[src/sbmp_pkg.sv]
// ----------------------------------------------------------------------------
// sbmp_pkg
// Shared types and constants for the SNMP BER message parser.
// ----------------------------------------------------------------------------
package sbmp_pkg;

	localparam int NestDepth    = 4;
	localparam int CommunityMax = 32;
	localparam int OidMax       = 32;
	localparam int PositionBits = 16;
	localparam int LevelBits    = $clog2(NestDepth + 1);
	localparam int SlotBits     = (NestDepth > 1) ? $clog2(NestDepth) : 1;

	localparam logic [PositionBits-1:0] PosMax = {PositionBits{1'b1}};

	localparam logic [7:0] TagSequence = 8'h30;
	localparam logic [7:0] TagPduLow   = 8'hA0;
	localparam logic [7:0] TagPduBulk  = 8'hA5;
	localparam logic [7:0] TagInteger  = 8'h02;
	localparam logic [7:0] TagOctets   = 8'h04;
	localparam logic [7:0] TagOid      = 8'h06;
	localparam logic [7:0] LongForm    = 8'h80;
	localparam logic [7:0] LengthMask  = 8'h7F;

	typedef enum logic [1:0] {
		PH_TAG   = 2'd0,
		PH_LEN   = 2'd1,
		PH_LONG  = 2'd2,
		PH_VALUE = 2'd3
	} phase_t;

	typedef enum logic [2:0] {
		TG_NONE      = 3'd0,
		TG_VERSION   = 3'd1,
		TG_REQUEST   = 3'd2,
		TG_STATUS    = 3'd3,
		TG_ERRINDEX  = 3'd4,
		TG_MAXREP    = 3'd5,
		TG_NONREP    = 3'd6,
		TG_COMMUNITY = 3'd7
	} target_t;

	localparam logic [1:0] KindCommunity = 2'd0;
	localparam logic [1:0] KindOid       = 2'd1;
	localparam logic [1:0] KindSummary   = 2'd2;

	// Input request.
	typedef struct packed {
		logic [7:0] data_byte;
		logic       last_byte;
	} in_item_t;

	// Result request.
	typedef struct packed {
		logic [1:0]  kind;
		logic [7:0]  byte_value;
		logic [5:0]  byte_index;
		logic [7:0]  version;
		logic [7:0]  pdu_tag;
		logic [31:0] req_id;
		logic [7:0]  err_status;
		logic [7:0]  err_index;
		logic [7:0]  max_reps;
		logic [7:0]  non_reps;
		logic        malformed;
		logic        run_end;
	} out_item_t;

	// Work passed from the decode front to the emit back.
	typedef struct packed {
		logic       has_byte;
		logic [1:0] byte_kind;
		logic [7:0] byte_value;
		logic [5:0] byte_index;
		logic       has_summary;
		logic [7:0]  version;
		logic [7:0]  pdu_tag;
		logic [31:0] req_id;
		logic [7:0]  err_status;
		logic [7:0]  err_index;
		logic [7:0]  max_reps;
		logic [7:0]  non_reps;
		logic        malformed;
	} job_t;

	localparam int QueueDepth = 4;
	localparam int QueueBits  = $clog2(QueueDepth);

endpackage

[src/sbmp_stream_if.sv]
// ----------------------------------------------------------------------------
// sbmp_stream_if
// Valid/ready channel carrying one payload request.
// ----------------------------------------------------------------------------
interface sbmp_stream_if #(parameter type payload_t = logic);
	logic     valid;
	logic     ready;
	payload_t payload;

	modport source (output valid, output payload, input ready);
	modport sink (input valid, input payload, output ready);
endinterface

[src/sbmp_decoder.sv]
// ----------------------------------------------------------------------------
// sbmp_decoder
// Front part: walks the BER stream one byte per cycle while step is high and emits work.
// ----------------------------------------------------------------------------
module sbmp_decoder
	import sbmp_pkg::*;
(
	input  logic       clk,
	input  logic       arst_n,
	input  logic       step,
	input  in_item_t   item,
	output logic       job_valid,
	output job_t       job
);

	logic [PositionBits-1:0] pos_q;
	phase_t                  phase_q;
	logic [7:0]              tag_q;
	logic [31:0]             lacc_q;
	logic [2:0]              lleft_q;
	logic [31:0]             vleft_q;
	target_t                 target_q;
	logic [5:0]              offset_q;
	logic [PositionBits-1:0] stack_q [NestDepth];
	logic [LevelBits-1:0]    level_q;
	logic                    ver_seen_q, comm_seen_q;
	logic [7:0]  ver_q, pdu_q, stat_q, eidx_q, maxr_q, nonr_q;
	logic [31:0] req_q;
	logic        bad_q, stop_q;

	// Next-state copies.
	logic [PositionBits-1:0] pos_d;
	phase_t                  phase_d;
	logic [7:0]              tag_d;
	logic [31:0]             lacc_d;
	logic [2:0]              lleft_d;
	logic [31:0]             vleft_d;
	target_t                 target_d;
	logic [5:0]              offset_d;
	logic [PositionBits-1:0] stack_d [NestDepth];
	logic [LevelBits-1:0]    level_d;
	logic                    ver_seen_d, comm_seen_d;
	logic [7:0]  ver_d, pdu_d, stat_d, eidx_d, maxr_d, nonr_d;
	logic [31:0] req_d;
	logic        bad_d, stop_d;

	logic        emit_byte;
	logic [1:0]  emit_kind;
	logic [5:0]  emit_idx;

	// Pops every level whose end has been reached; the stack is small and each
	// level is a single compare, popped from the top down.
	function automatic logic [LevelBits-1:0] pop_level(
		input logic [LevelBits-1:0]    lvl,
		input logic [PositionBits-1:0] stk [NestDepth],
		input logic [PositionBits:0]   p
	);
		logic [LevelBits-1:0] l;
		l = lvl;
		for (int i = NestDepth; i >= 1; i--) begin
			if (l == LevelBits'(i) && {1'b0, stk[i-1]} <= p)
				l = LevelBits'(i - 1);
		end
		return l;
	endfunction

	// Per-byte decode.
	always_comb begin
		logic [7:0]  b;
		logic [PositionBits:0] p;
		logic [32:0] endp;
		logic [32:0] limit;
		logic [31:0] len;
		logic        hdr;
		logic [LevelBits-1:0] top;
		target_t     rt;
		b = item.data_byte;
		pos_d = pos_q; phase_d = phase_q; tag_d = tag_q; lacc_d = lacc_q;
		lleft_d = lleft_q; vleft_d = vleft_q; target_d = target_q;
		offset_d = offset_q; stack_d = stack_q; level_d = level_q;
		ver_seen_d = ver_seen_q; comm_seen_d = comm_seen_q;
		ver_d = ver_q; pdu_d = pdu_q; stat_d = stat_q; eidx_d = eidx_q;
		maxr_d = maxr_q; nonr_d = nonr_q; req_d = req_q;
		bad_d = bad_q; stop_d = stop_q;
		emit_byte = 1'b0; emit_kind = KindCommunity; emit_idx = offset_q;
		hdr = 1'b0; len = '0; rt = TG_NONE;
		p = {1'b0, pos_q};
		endp = '0; limit = '0; top = '0;

		if (!stop_q) begin
			if (pos_q == PosMax) begin
				bad_d = 1'b1; stop_d = 1'b1;
			end else begin
				pos_d = pos_q + 1'b1;
				unique case (phase_q)
					PH_TAG: begin
						level_d = pop_level(level_q, stack_q, p);
						tag_d = b;
						phase_d = PH_LEN;
					end
					PH_LEN: begin
						if (b[7]) begin
							if ((b & LengthMask) > 8'd4) begin
								bad_d = 1'b1; stop_d = 1'b1;
							end else if ((b & LengthMask) == 8'd0) begin
								hdr = 1'b1; len = '0;
							end else begin
								lacc_d = '0;
								lleft_d = b[2:0];
								phase_d = PH_LONG;
							end
						end else begin
							hdr = 1'b1; len = {24'd0, b};
						end
					end
					PH_LONG: begin
						lacc_d = {lacc_q[23:0], b};
						lleft_d = lleft_q - 3'd1;
						if (lleft_q == 3'd1) begin
							hdr = 1'b1; len = lacc_d;
						end
					end
					PH_VALUE: begin
						unique case (target_q)
							TG_VERSION:  if (offset_q == 6'd0) ver_d = b;
							TG_REQUEST: begin
								case (offset_q)
									6'd0: req_d[31:24] = b;
									6'd1: req_d[23:16] = b;
									6'd2: req_d[15:8]  = b;
									6'd3: req_d[7:0]   = b;
									default: ;
								endcase
							end
							TG_STATUS:   if (offset_q == 6'd0) stat_d = b;
							TG_ERRINDEX: if (offset_q == 6'd0) eidx_d = b;
							TG_MAXREP:   if (offset_q == 6'd0) maxr_d = b;
							TG_NONREP:   if (offset_q == 6'd0) nonr_d = b;
							TG_COMMUNITY: begin
								emit_byte = 1'b1; emit_kind = KindCommunity;
							end
							TG_NONE: ;
							default: ;
						endcase
						if (tag_q == TagOid) begin
							emit_byte = 1'b1; emit_kind = KindOid;
						end
						if (offset_q != 6'd63) offset_d = offset_q + 6'd1;
						vleft_d = vleft_q - 32'd1;
						if (vleft_q == 32'd1) phase_d = PH_TAG;
					end
					default: ;
				endcase
			end
		end

		// Header complete: check bounds and open the element.
		if (hdr) begin
			endp = 33'(pos_q) + 33'd1 + 33'(len);
			limit = 33'(PosMax);
			if (level_q != '0) begin
				top = level_q - 1'b1;
				limit = 33'(stack_q[top[SlotBits-1:0]]);
			end
			phase_d = PH_TAG;
			if (endp > limit) begin
				bad_d = 1'b1; stop_d = 1'b1;
			end else begin
				offset_d = '0;
				target_d = TG_NONE;
				if (tag_q == TagSequence || (tag_q >= TagPduLow && tag_q <= TagPduBulk)) begin
					if (level_q >= LevelBits'(NestDepth)) begin
						bad_d = 1'b1; stop_d = 1'b1;
					end else begin
						if (tag_q >= TagPduLow) pdu_d = tag_q;
						stack_d[level_q[SlotBits-1:0]] = endp[PositionBits-1:0];
						level_d = level_q + 1'b1;
					end
				end else begin
					if (tag_q == TagInteger) begin
						if (!ver_seen_q) begin
							ver_seen_d = 1'b1; ver_d = '0; rt = TG_VERSION;
						end else if (pdu_q == TagPduBulk) begin
							if (req_q == '0) rt = TG_REQUEST;
							else if (maxr_q == '0) rt = TG_MAXREP;
							else if (nonr_q == '0) rt = TG_NONREP;
						end else if (len == 32'd4) rt = TG_REQUEST;
						else if (len == 32'd1 && stat_q == '0) rt = TG_STATUS;
						else if (len == 32'd1 && eidx_q == '0) rt = TG_ERRINDEX;
						target_d = rt;
						case (rt)
							TG_REQUEST:  req_d = '0;
							TG_STATUS:   stat_d = '0;
							TG_ERRINDEX: eidx_d = '0;
							TG_MAXREP:   maxr_d = '0;
							TG_NONREP:   nonr_d = '0;
							default: ;
						endcase
					end
					if (tag_q == TagOctets && !comm_seen_q && len > 32'(CommunityMax)) begin
						bad_d = 1'b1; stop_d = 1'b1;
					end else if (tag_q == TagOid && len > 32'(OidMax)) begin
						bad_d = 1'b1; stop_d = 1'b1;
					end else begin
						if (tag_q == TagOctets && !comm_seen_q) begin
							comm_seen_d = 1'b1; target_d = TG_COMMUNITY;
						end
						vleft_d = len;
						if (len != '0) phase_d = PH_VALUE;
					end
				end
			end
		end

		// End of datagram: truncation check.
		if (item.last_byte && !stop_d) begin
			if (phase_d != PH_TAG ||
			    pop_level(level_d, stack_d, {1'b0, pos_d}) != '0)
				bad_d = 1'b1;
		end
	end

	assign job_valid = step;
	always_comb begin
		job.has_byte    = emit_byte;
		job.byte_kind   = emit_kind;
		job.byte_value  = item.data_byte;
		job.byte_index  = emit_idx;
		job.has_summary = item.last_byte;
		job.version     = ver_d;
		job.pdu_tag     = pdu_d;
		job.req_id      = req_d;
		job.err_status  = stat_d;
		job.err_index   = eidx_d;
		job.max_reps    = maxr_d;
		job.non_reps    = nonr_d;
		job.malformed   = bad_d;
	end

	// State registers; the last byte returns everything to reset values.
	always_ff @(posedge clk or negedge arst_n) begin
		if (!arst_n) begin
			pos_q <= '0; phase_q <= PH_TAG; tag_q <= '0; lacc_q <= '0;
			lleft_q <= '0; vleft_q <= '0; target_q <= TG_NONE; offset_q <= '0;
			for (int i = 0; i < NestDepth; i++) stack_q[i] <= '0;
			level_q <= '0; ver_seen_q <= 1'b0; comm_seen_q <= 1'b0;
			ver_q <= '0; pdu_q <= '0; stat_q <= '0; eidx_q <= '0;
			maxr_q <= '0; nonr_q <= '0; req_q <= '0; bad_q <= 1'b0; stop_q <= 1'b0;
		end else if (step && item.last_byte) begin
			pos_q <= '0; phase_q <= PH_TAG; tag_q <= '0; lacc_q <= '0;
			lleft_q <= '0; vleft_q <= '0; target_q <= TG_NONE; offset_q <= '0;
			for (int i = 0; i < NestDepth; i++) stack_q[i] <= '0;
			level_q <= '0; ver_seen_q <= 1'b0; comm_seen_q <= 1'b0;
			ver_q <= '0; pdu_q <= '0; stat_q <= '0; eidx_q <= '0;
			maxr_q <= '0; nonr_q <= '0; req_q <= '0; bad_q <= 1'b0; stop_q <= 1'b0;
		end else if (step) begin
			pos_q <= pos_d; phase_q <= phase_d; tag_q <= tag_d; lacc_q <= lacc_d;
			lleft_q <= lleft_d; vleft_q <= vleft_d; target_q <= target_d;
			offset_q <= offset_d; stack_q <= stack_d; level_q <= level_d;
			ver_seen_q <= ver_seen_d; comm_seen_q <= comm_seen_d;
			ver_q <= ver_d; pdu_q <= pdu_d; stat_q <= stat_d; eidx_q <= eidx_d;
			maxr_q <= maxr_d; nonr_q <= nonr_d; req_q <= req_d;
			bad_q <= bad_d; stop_q <= stop_d;
		end
	end

endmodule

[src/sbmp_queue.sv]
// ----------------------------------------------------------------------------
// sbmp_queue
// Short queue of work between decode front and emit back.
// ----------------------------------------------------------------------------
module sbmp_queue
	import sbmp_pkg::*;
(
	input  logic clk,
	input  logic arst_n,
	input  logic push,
	input  job_t push_job,
	output logic can_push,
	output logic not_empty,
	output job_t head,
	input  logic pop
);

	job_t                 slot_q [QueueDepth];
	logic [QueueBits-1:0] wr_q, rd_q;
	logic [QueueBits:0]   count_q;

	assign can_push  = count_q != (QueueBits+1)'(QueueDepth);
	assign not_empty = count_q != '0;
	assign head      = slot_q[rd_q];

	// Payload storage.
	always_ff @(posedge clk) begin
		if (push) slot_q[wr_q] <= push_job;
	end

	// Pointers and fill count.
	always_ff @(posedge clk or negedge arst_n) begin
		if (!arst_n) begin
			wr_q <= '0; rd_q <= '0; count_q <= '0;
		end else begin
			if (push) wr_q <= wr_q + 1'b1;
			if (pop) rd_q <= rd_q + 1'b1;
			count_q <= count_q + (QueueBits+1)'(push) - (QueueBits+1)'(pop);
		end
	end

endmodule

[src/sbmp_emitter.sv]
// ----------------------------------------------------------------------------
// sbmp_emitter
// Back part: turns each job into zero, one or two result requests.
// ----------------------------------------------------------------------------
module sbmp_emitter
	import sbmp_pkg::*;
(
	input  logic clk,
	input  logic arst_n,
	input  logic job_valid,
	input  job_t job,
	output logic job_pop,
	sbmp_stream_if.source res
);

	logic      byte_done_q;
	logic      need_byte, need_sum, fire, second;
	out_item_t cur;

	assign need_byte = job.has_byte && !byte_done_q;
	assign need_sum  = job.has_summary;
	assign second    = need_byte && need_sum;
	assign res.valid = job_valid && (need_byte || need_sum);
	assign fire      = res.valid && res.ready;
	assign job_pop   = (job_valid && !(need_byte || need_sum)) || (fire && !second);

	// Result selection: byte result first, then summary.
	always_comb begin
		cur = '0;
		if (need_byte) begin
			cur.kind       = job.byte_kind;
			cur.byte_value = job.byte_value;
			cur.byte_index = job.byte_index;
			cur.run_end    = !need_sum;
		end else begin
			cur.kind       = KindSummary;
			cur.version    = job.version;
			cur.pdu_tag    = job.pdu_tag;
			cur.req_id     = job.req_id;
			cur.err_status = job.err_status;
			cur.err_index  = job.err_index;
			cur.max_reps   = job.max_reps;
			cur.non_reps   = job.non_reps;
			cur.malformed  = job.malformed;
			cur.run_end    = 1'b1;
		end
	end
	assign res.payload = cur;

	// Remembers that the byte half of a two-result job has gone.
	always_ff @(posedge clk or negedge arst_n) begin
		if (!arst_n) byte_done_q <= 1'b0;
		else if (job_pop) byte_done_q <= 1'b0;
		else if (fire && second) byte_done_q <= 1'b1;
	end

endmodule

[src/snmp_ber_message_parser.sv]
// ----------------------------------------------------------------------------
// snmp_ber_message_parser
// Decodes SNMP BER datagrams one byte per request into byte and summary results.
// ----------------------------------------------------------------------------
//  channel | direction | payload
//  in_ch   | sink      | data_byte, last_byte
//  out_ch  | source    | kind, byte_value, byte_index, summary fields, run_end
//
// One byte is taken each cycle while the four-entry work queue has room.
// Each accepted byte becomes one queue entry whose results are offered in order,
// at most one per cycle; a final datagram byte that is also a community or OID
// value byte gives two results, byte first. Entries without results offer none.
// Reset clears all parse state at once; so does the last byte of each datagram.
// Output stalls fill the queue, then back-pressure the input.
module snmp_ber_message_parser
	import sbmp_pkg::*;
(
	input logic clk,
	input logic arst_n,
	sbmp_stream_if.sink   in_ch,
	sbmp_stream_if.source out_ch
);

	logic step, jv, can_push, q_ne, q_pop;
	job_t job, head;

	assign in_ch.ready = can_push;
	assign step = in_ch.valid && in_ch.ready;

	sbmp_decoder u_dec (
		.clk, .arst_n, .step, .item(in_ch.payload), .job_valid(jv), .job
	);

	sbmp_queue u_q (
		.clk, .arst_n, .push(jv), .push_job(job), .can_push,
		.not_empty(q_ne), .head, .pop(q_pop)
	);

	sbmp_emitter u_emit (
		.clk, .arst_n, .job_valid(q_ne), .job(head), .job_pop(q_pop), .res(out_ch)
	);

	// A result is only offered when work is queued.
	assert property (@(posedge clk) disable iff (!arst_n) out_ch.valid |-> q_ne)
		else $error("result without queued work");
	// Nothing is pushed into a full queue.
	assert property (@(posedge clk) disable iff (!arst_n) jv |-> can_push)
		else $error("queue overflow");
	// A summary result always ends its run.
	assert property (@(posedge clk) disable iff (!arst_n)
		(out_ch.valid && out_ch.payload.kind == KindSummary) |-> out_ch.payload.run_end)
		else $error("summary without run end");

endmodule

[src/flat_wrapper.sv]
// flat-port wrapper written by rule: the top's interface ports become plain ports
module snmp_ber_message_parser_flat import sbmp_pkg::*;
  (clk, arst_n, in_ch_valid, in_ch_payload, in_ch_ready, out_ch_valid, out_ch_payload, out_ch_ready);
  sbmp_stream_if #(.payload_t(in_item_t)) in_ch_i ();
  sbmp_stream_if #(.payload_t(out_item_t)) out_ch_i ();
  input logic clk;
  input logic arst_n;
  input wire logic [$bits(in_ch_i.valid)-1:0] in_ch_valid;
  input wire logic [$bits(in_ch_i.payload)-1:0] in_ch_payload;
  output wire logic [$bits(in_ch_i.ready)-1:0] in_ch_ready;
  output wire logic [$bits(out_ch_i.valid)-1:0] out_ch_valid;
  output wire logic [$bits(out_ch_i.payload)-1:0] out_ch_payload;
  input wire logic [$bits(out_ch_i.ready)-1:0] out_ch_ready;
  assign in_ch_i.valid = in_ch_valid;
  assign in_ch_i.payload = in_ch_payload;
  assign in_ch_ready = in_ch_i.ready;
  assign out_ch_valid = out_ch_i.valid;
  assign out_ch_payload = out_ch_i.payload;
  assign out_ch_i.ready = out_ch_ready;
  snmp_ber_message_parser u_core (.clk(clk), .arst_n(arst_n), .in_ch(in_ch_i), .out_ch(out_ch_i));
endmodule
[config.mk]
export PLATFORM = sky130hd
export DESIGN_NAME = snmp_ber_message_parser_flat
export DESIGN_NICKNAME = d
export VERILOG_FILES = /design/src/sbmp_pkg.sv /design/src/sbmp_stream_if.sv /design/src/sbmp_decoder.sv /design/src/sbmp_queue.sv /design/src/sbmp_emitter.sv /design/src/snmp_ber_message_parser.sv /design/src/flat_wrapper.sv
export SDC_FILE = /design/constraint.sdc
export NUM_CORES = 1
export LEC_CHECK = 0
export BUFFER_PORTS_ARGS = -buffer_cell sky130_fd_sc_hd__buf_2
export CORE_MARGIN = 3
export CORE_UTILIZATION = 35
export DETAILED_ROUTE_END_ITERATION = 6
export GPL_TIMING_DRIVEN = 0
export PLACE_DENSITY = 0.51
export SKIP_LAST_GASP = 1
export SLEW_MARGIN = 20
export SYNTH_ARGS = -nofsm -noshare
export SYNTH_HDL_FRONTEND = slang
export SYNTH_SLANG_ARGS = --single-unit
[constraint.sdc]
create_clock -name clk -period 11.9 [get_ports clk]
set_input_delay 2.38 -clock clk [delete_from_list [all_inputs] [get_ports clk]]
set_output_delay 2.38 -clock clk [all_outputs]
set_load 0.1 [all_outputs]
==> results of run 1 <==
-- layer usage --
metal | up-vias | part of all wire
met1 | 13400 | 0.44
met3 | 179 | 0.064
met5 | - | 0.000096
li1 | 11700 | -
met4 | 2 | 0.025
met2 | 1016 | 0.47
-- placed cells by master, fill, tap and decap left out, types with 117 or more instances in the layout --
cell type,count
ha_1,182
o21ai_0,151
a21oi_1,170
clkbuf_1,117
a22o_1,118
nand2_1,255
dfrtp_1,253
buf_2,131
nor2_1,185
edfxtp_1,392
-- how the worst max path moves through the flow --
stage,to,slack [ns]
6_report,u_core.u_q.slot_q[0][0],0.38
5_1_grt,u_core.u_q.slot_q[0][0],0.02
4_1_cts,u_core.u_q.slot_q[0][0],0.02
3_5_place_dp,u_core.u_q.slot_q[1][0],-2.29
3_3_place_gp,u_core.u_q.slot_q[0][0],-2.36
2_1_floorplan,u_core.u_q.slot_q[0][0],1.32
-- power groups by stage --
| stage | logic (mW) | registers, mW | clock network, mW |
|---|---|---|---|
| 6_report | 4.15 | 2.81 | 2.33 |
| 2_1_floorplan | 3.18 | 2.84 | 0 |
| 3_5_place_dp | 4.18 | 2.86 | 0 |
| 4_1_cts | 4.20 | 2.81 | 2.38 |
| 5_1_grt | 4.39 | 2.84 | 2.47 |
| 3_3_place_gp | 4.10 | 2.90 | 0 |
-- cell usage after synthesis (18+ instances only) --
library cell,instances,area share
inv_1,85,0.0092
mux4_2,114,0.074
nand2b_1,21,0.0038
and3_1,47,0.0085
dfrtp_1,253,0.18
nor4_1,38,0.0069
buf_2,18,0.0026
a21oi_1,177,0.026
mux2_2,18,0.0059
nand3_1,56,0.0081
a32o_1,35,0.010
nand4_1,45,0.0082
clkbuf_1,117,0.013
and2_1,22,0.0040
nor2b_1,106,0.019
ha_1,183,0.066
a21o_1,26,0.0057
edfxtp_1,392,0.34
nand2_1,260,0.028
mux2i_1,33,0.0096
a22o_1,118,0.030
o21a_1,19,0.0041
xnor2_1,28,0.0071
nor3_1,60,0.0087
nor2_1,185,0.020
o21ai_0,155,0.022
o22ai_1,21,0.0038
or3_1,18,0.0033
-- layout make-up --
cell class | instances | share of cell area
Antenna cell | 1 | 0.0000629
Buffer | 151 | 0.0162
Clock buffer | 94 | 0.0500
Clock inverter | 42 | 0.0127
Inverter | 89 | 0.00840
Multi-Input combinational cell | 2038 | 0.393
Sequential cell | 645 | 0.455
Tap cell | 1276 | 0.0401
Timing Repair Buffer | 139 | 0.0248
-- cells by family (layout without fill, tap and decap cells) --
family	after synthesis	after routing	share of synthesized area
simple gates	940	940	0.140
compound gates	713	713	0.140
flops	645	645	0.525
buf+inv	247	515	0.0283
fa+ha+maj	185	185	0.0675
mux	165	165	0.0899
xor+xnor	35	35	0.00889
other cells	0	1	0
-- metrics by stage --
step | power (mW) | hold slack [ns] | TNS (ns) | util | area (sq um)
after CTS | 9.40 | 0.494 | 0 | 0.408 | 39700
after global routing | 9.70 | 0.505 | 0 | 0.410 | 39800
after detailed placement | 7.03 | 0.478 | -10.05 | 0.381 | 37000
final | 9.30 | 0.491 | 0 | 0.410 | 39800
after floorplan | 6.03 | 0.444 | 0 | - | 34500
after global placement | 7.00 | 0.462 | -9.95 | 0.377 | 36700
-- registers in the layout (all words and copies together) (netlist names), 6 cells and up --
register,count
u_core.u_dec.stack_q,64
u_core.u_dec.nonr_q,8
u_core.u_dec.eidx_q,8
u_core.u_dec.lacc_q,24
u_core.u_dec.pos_q,16
u_core.u_q.slot_q,392
u_core.u_dec.req_q,32
u_core.u_dec.maxr_q,8
u_core.u_dec.emit_idx,6
u_core.u_dec.ver_q,8
u_core.u_dec.vleft_q,32
u_core.u_dec.pdu_q,8
u_core.u_dec.tag_q,8
u_core.u_dec.stat_q,8
-- critical path: cells and delay by family --
| kind | cells | cell delay [ns] |
|---|---|---|
| compound gates | 23 | 3.82 |
| xor+xnor | 1 | 0.29 |
| fa+ha+maj | 3 | 0.78 |
| buf+inv | 6 | 1.08 |
| simple gates | 12 | 3.47 |
-- timing repair --
item,4_1_cts,5_1_grt
gates resized for setup,38,26
setup buffers,6,9
hold buffers,0,0
setup endpoints to repair,4,4
pin swaps,4,10
==> results by group, run 1 <==
Run status
  – Status: finished clean

Routing
  – Initial DRC count: 2762
  – Antenna Violating Nets Remaining: 0
  – DR vias/cell: 5.87
  – Drt total wl: 115000 um
  – Post-route DRC violation count: 0
  – Via count: 26300
  – DRT Pass-1 Iters: 6
  – WL per Instance: 25.6 um

Critical path
  – CP startpoint kind: input pin
  – Setup crit end kind: register
  – Max incr delay on CP: 0.61 ns
  – Worst setup path startpoint: in_ch_payload[8]
  – Crit-path max FO: 11
  – R2R Path End: u_core.u_q.slot_q[0][0]
  – R2r setup slk: 0.59 ns
  – Cell count of the worst reg-to-reg path: 45
  – Crit path arrival time: 11.88 ns
  – Worst-path cell with the longest stage delay: or4_1
  – WS Path Type: input pin to register
  – Reg-to-Reg Start: u_core.u_dec.pos_q[0]
  – Worst path required time: 12.26 ns

CTS
  – Num CTS Buffers: 74
  – Clock root cell: clkbuf_16
  – Clk sink count: 645
  – Skew-Pair Late Insertion Delay: 0.64 ns
  – H-Tree Depth: 3
  – Clk slew on worst S/H paths: 0.06 ns
  – Clock buffer depth: 3
  – CTS tree: yes

Global routing
  – Initial antenna violation count: 3
  – Total GRT Usage: 0.221
  – First-pass GRT wire length: 172000 um
  – Met2 Use GR: 0.360
  – GRT Residual Overflow: 0
  – Largest net degree at the start of global routing: 88
  – Routing usage on met3: 0.0346
  – Most Crowded Layer GR: met2
  – Vias in the first global route: 26300
  – GR Util met1: 0.308

Final layout
  – Fin cells: 4475
  – Net count of the finished layout: 3336
  – FF+latch area: 18100 sq um
  – Fill count: 9190
  – Share of layout cells above drive strength 1: 0.156
  – Area Overhead vs Synth: 15.3%
  – Multi-input gate area: 15600 sq um

Synth
  – Synth unique cells: 92
  – Net count after synthesis: 3128
  – Synth Flop Type: edfxtp_1
  – Syn avg cell area: 11.8 sq um
  – Yosys warns: 0
  – Post-synthesis sequential area ratio: 0.525
  – Fraction of registers with async set/reset: 0.392
  – #FFs+latches synth: 645
  – Post-Syn Area: 34500 sq um
  – Post-synthesis cell count: 2930
  – EDFF count, synth: 392

Power
  – Clock Power Share: 0.251
  – Comb pwr share: 0.447
  – P_leak: 15.7 nW
  – Sw frac: 0.456
  – Max VDD drop: 0.000249 V
  – Sequential fraction of design power: 0.303
  – Cell Pwr Density: 234 nW/um^2
  – Power Internal: 5.06 mW
  – Net switching power: 4.24 mW

Floorplan
  – I/O pin total: 113
  – Initial core utilization: 0.355
  – Chip height: 320 um
  – Core area: 97100 sq um
  – Die X-Extent: 320 um
  – Die area: 102000 sq um
  – Row cnt: 114

Placement
  – Placed insts: 4330
  – GP Congestion: 0.956
  – Worst slack at placement: -2.29 ns
  – Detail Placement HPWL: 84200 um
  – IO Port Bufs: 112

Timing
  – Final setup margin: 0.380 ns
  – FMAX: 0.0868 GHz
  – Final setup viols: 0
  – Worst Max-Slew Pin Slew: 1.17 ns
  – Final hold vios: 0
  – RSZ-0062 raised after global routing: false
  – Post-Route Skew: 0.0386 ns
  – Final Cycle Share: 0.968
  – Slew Viols, Final: 0
  – Max_slew headroom: 0.217
  – Final min period: 11.52 ns

Min path
  – Hold path endpoint: u_core.u_dec.vleft_q[23]
  – Hold_sp: u_core.u_dec.vleft_q[23]
  – Min-delay worst type: register to register
  – Hold Path Cell Cnt: 1

Job
  – Max_cap viols: 0
(Power assumes the default switching activity.)
==> run 2: changes to the inputs <==
--- a/config.mk
+++ b/config.mk
@@ -11,6 +11,7 @@
 export DETAILED_ROUTE_END_ITERATION = 6
 export GPL_TIMING_DRIVEN = 0
 export PLACE_DENSITY = 0.51
+export SKIP_CTS_REPAIR_TIMING = 1
 export SKIP_LAST_GASP = 1
 export SLEW_MARGIN = 20
 export SYNTH_ARGS = -nofsm -noshare
==> constraint.sdc (replaced) <==
create_clock -name clk -period 12.25 [get_ports clk]
set_input_delay 2.45 -clock clk [delete_from_list [all_inputs] [get_ports clk]]
set_output_delay 2.45 -clock clk [all_outputs]
set_load 0.1 [all_outputs]
==> run 2 against run 1 <==
Net effect: the flow now finishes with violations (DRC); global-route usage is essentially flat; register-to-register slack worse by 0.14 ns; critical path depth grew 1; hold slack better by 0.0021 ns; clock skew rose by 0.0026 ns.
==> results by group, run 2 (synthesized netlist as in run 1, its figures left out) <==
Timing
  – Setup_tns: 0 ns
  – Post-Route Skew: 0.0412 ns
  – Max_slew headroom: 0.216
  – Worst Max-Slew Pin Slew: 1.18 ns
  – Final setup viols: 0
  – Final hold vios: 0
  – FMAX: 0.0839 GHz
  – Slew Viols, Final: 0
  – Final Cycle Share: 0.974
  – Hold WS: 0.493 ns
  – Final setup margin: 0.324 ns
  – Final min period: 11.93 ns

Routing
  – DRT Pass-1 Iters: 7
  – Initial DRC count: 2657
  – WL per Instance: 25.6 um
  – Via count: 26300
  – Antenna Violating Nets Remaining: 0
  – Post-route DRC violation count: 4
  – DR vias/cell: 5.89
  – Drt total wl: 115000 um

CTS
  – Clk slew on worst S/H paths: 0.06 ns
  – Clock buffer depth: 3
  – Num CTS Buffers: 74
  – Clk sink count: 645
  – Skew-Pair Late Insertion Delay: 0.64 ns
  – Clock root cell: clkbuf_16
  – H-Tree Depth: 3
  – CTS tree: yes

Critical path
  – Worst-path cell with the longest stage delay: or4_4
  – Max incr delay on CP: 0.60 ns
  – WS Path Type: input pin to register
  – CP bufs+invs: 6
  – CP startpoint kind: input pin
  – Stages on worst setup path: 46
  – CP delay by family, top: compound AO/OA/AOI/OAI gates
  – Reg-to-Reg Start: u_core.u_dec.pos_q[0]
  – Setup crit end kind: register
  – Worst path required time: 12.60 ns
  – Crit path arrival time: 12.27 ns
  – Crit-path max FO: 11
  – Worst setup path startpoint: in_ch_payload[8]
  – Most Frequent Cell on Critical Path: o21ai_0
  – Cell count of the worst reg-to-reg path: 46

Floorplan
  – Die area: 102000 sq um
  – Die X-Extent: 320 um
  – Initial core utilization: 0.355
  – Core area: 97100 sq um
  – I/O pin total: 113
  – Chip height: 320 um
  – Row cnt: 114

Global routing
  – Largest net degree at the start of global routing: 88
  – Total GRT Usage: 0.221
  – Vias in the first global route: 26200
  – First-pass GRT wire length: 172000 um
  – Initial antenna violation count: 1
  – GRT Residual Overflow: 0

Power
  – Comb pwr share: 0.447
  – Net switching power: 4.11 mW
  – Power Internal: 4.91 mW
  – Sw frac: 0.456
  – Cell Pwr Density: 227 nW/um^2
  – Max VDD drop: 0.000242 V
  – Clock Power Share: 0.251
  – P_leak: 15.7 nW
  – Sequential fraction of design power: 0.303
  – Total power: 9.03 mW

Placement
  – GP Congestion: 0.956
  – Placed insts: 4330
  – IO Port Bufs: 112
  – Detail Placement HPWL: 84200 um
  – Worst slack at placement: -2.01 ns

Final layout
  – Most frequent cells in the layout: edfxtp_1 (392), nand2_1 (257), dfrtp_1 (253)
  – Fin cells: 4471
  – Max reg flops: 392
  – Fill count: 9197
  – Net count of the finished layout: 3333
  – Share of layout cells above drive strength 1: 0.155
  – Area Overhead vs Synth: 15.2%
  – Most common cell after layout, fill and taps aside: edfxtp_1
  – Biggest register: u_core.u_q.slot_q
  – Antenna Cells: 0
  – Largest regs: u_core.u_q.slot_q (392), u_core.u_dec.stack_q (64)

Min path
  – Min-delay worst type: register to register
  – Hold Path Cell Cnt: 1
  – Hold_sp: u_core.u_dec.pdu_q[6]

Job
  – Max_cap viols: 0

Run status
  – Failing checks: DRC
  – Status: finished with violations
==> run 2: cell count changes in the layout (fill, tap and decap cells not counted), sizes merged <==
| cell | before | now |
|---|---|---|
| clkbuf | 201 | 205 |
| buf | 183 | 176 |
| diode | 1 | 0 |
==> run 2: worst paths after layout <==
check	slack (ns)	to
max	0.32	u_core.u_q.slot_q[0][0]
min in group asynchronous	1.71	u_core.u_dec.vleft_q[11]
max in group asynchronous	9.43	u_core.u_dec.stack_q[15]
max reg2reg	0.45	u_core.u_q.slot_q[0][0]
min	0.49	u_core.u_dec.pdu_q[6]
min reg2reg	0.49	u_core.u_dec.pdu_q[6]
==> run 2: routing by layer <==
layer,share of wire,up-vias,wire [um],global-route usage
li1,-,11700,-,-
met1,0.45,13500,51200,0.311
met2,0.47,972,53600,0.360
met3,0.061,178,6990,0.0322
met4,0.025,0,2880,0.0589
met5,0,-,0,0
==> run 2: power by group through the flow <==
stage               clock network (mW)  registers (mW)  logic (mW)
floorplan                            0            2.76        3.09
global placement                     0            2.82        3.98
detailed placement                   0            2.78        4.06
CTS                               2.31            2.73        4.07
global route                      2.40            2.76        4.26
finish                            2.26            2.73        4.04
==> run 2: layout make-up <==
type | instances | area (sq um) | area share
repair buffers | 136 | 963 | 0.0243
well taps | 1276 | 1600 | 0.0402
clock buffers | 94 | 1990 | 0.0501
multi-input cells | 2038 | 15600 | 0.393
inverters | 89 | 334 | 0.00841
plain buffers | 151 | 629 | 0.0158
flip-flops and latches | 645 | 18100 | 0.456
clock inverters | 42 | 505 | 0.0127
==> run 2: worst register-to-register path, delay by kind of cell, from the launching register on <==
kind,cells,cell delay (ns)
AOI/OAI and AO/OA,22,3.72
xor gates and xnor gates,1,0.65
adders and majority gates,4,1.35
buffers and inverters,8,1.93
DFF,1,0.54
and+or+nand+nor,11,3.35
==> run 2: stage by stage <==
step	instance area (sq um)	utilization
2_1_floorplan	34500	-
3_3_place_gp	36700	0.377
3_5_place_dp	37000	0.381
4_1_cts	39500	0.407
5_1_grt	39700	0.409
6_report	39700	0.409
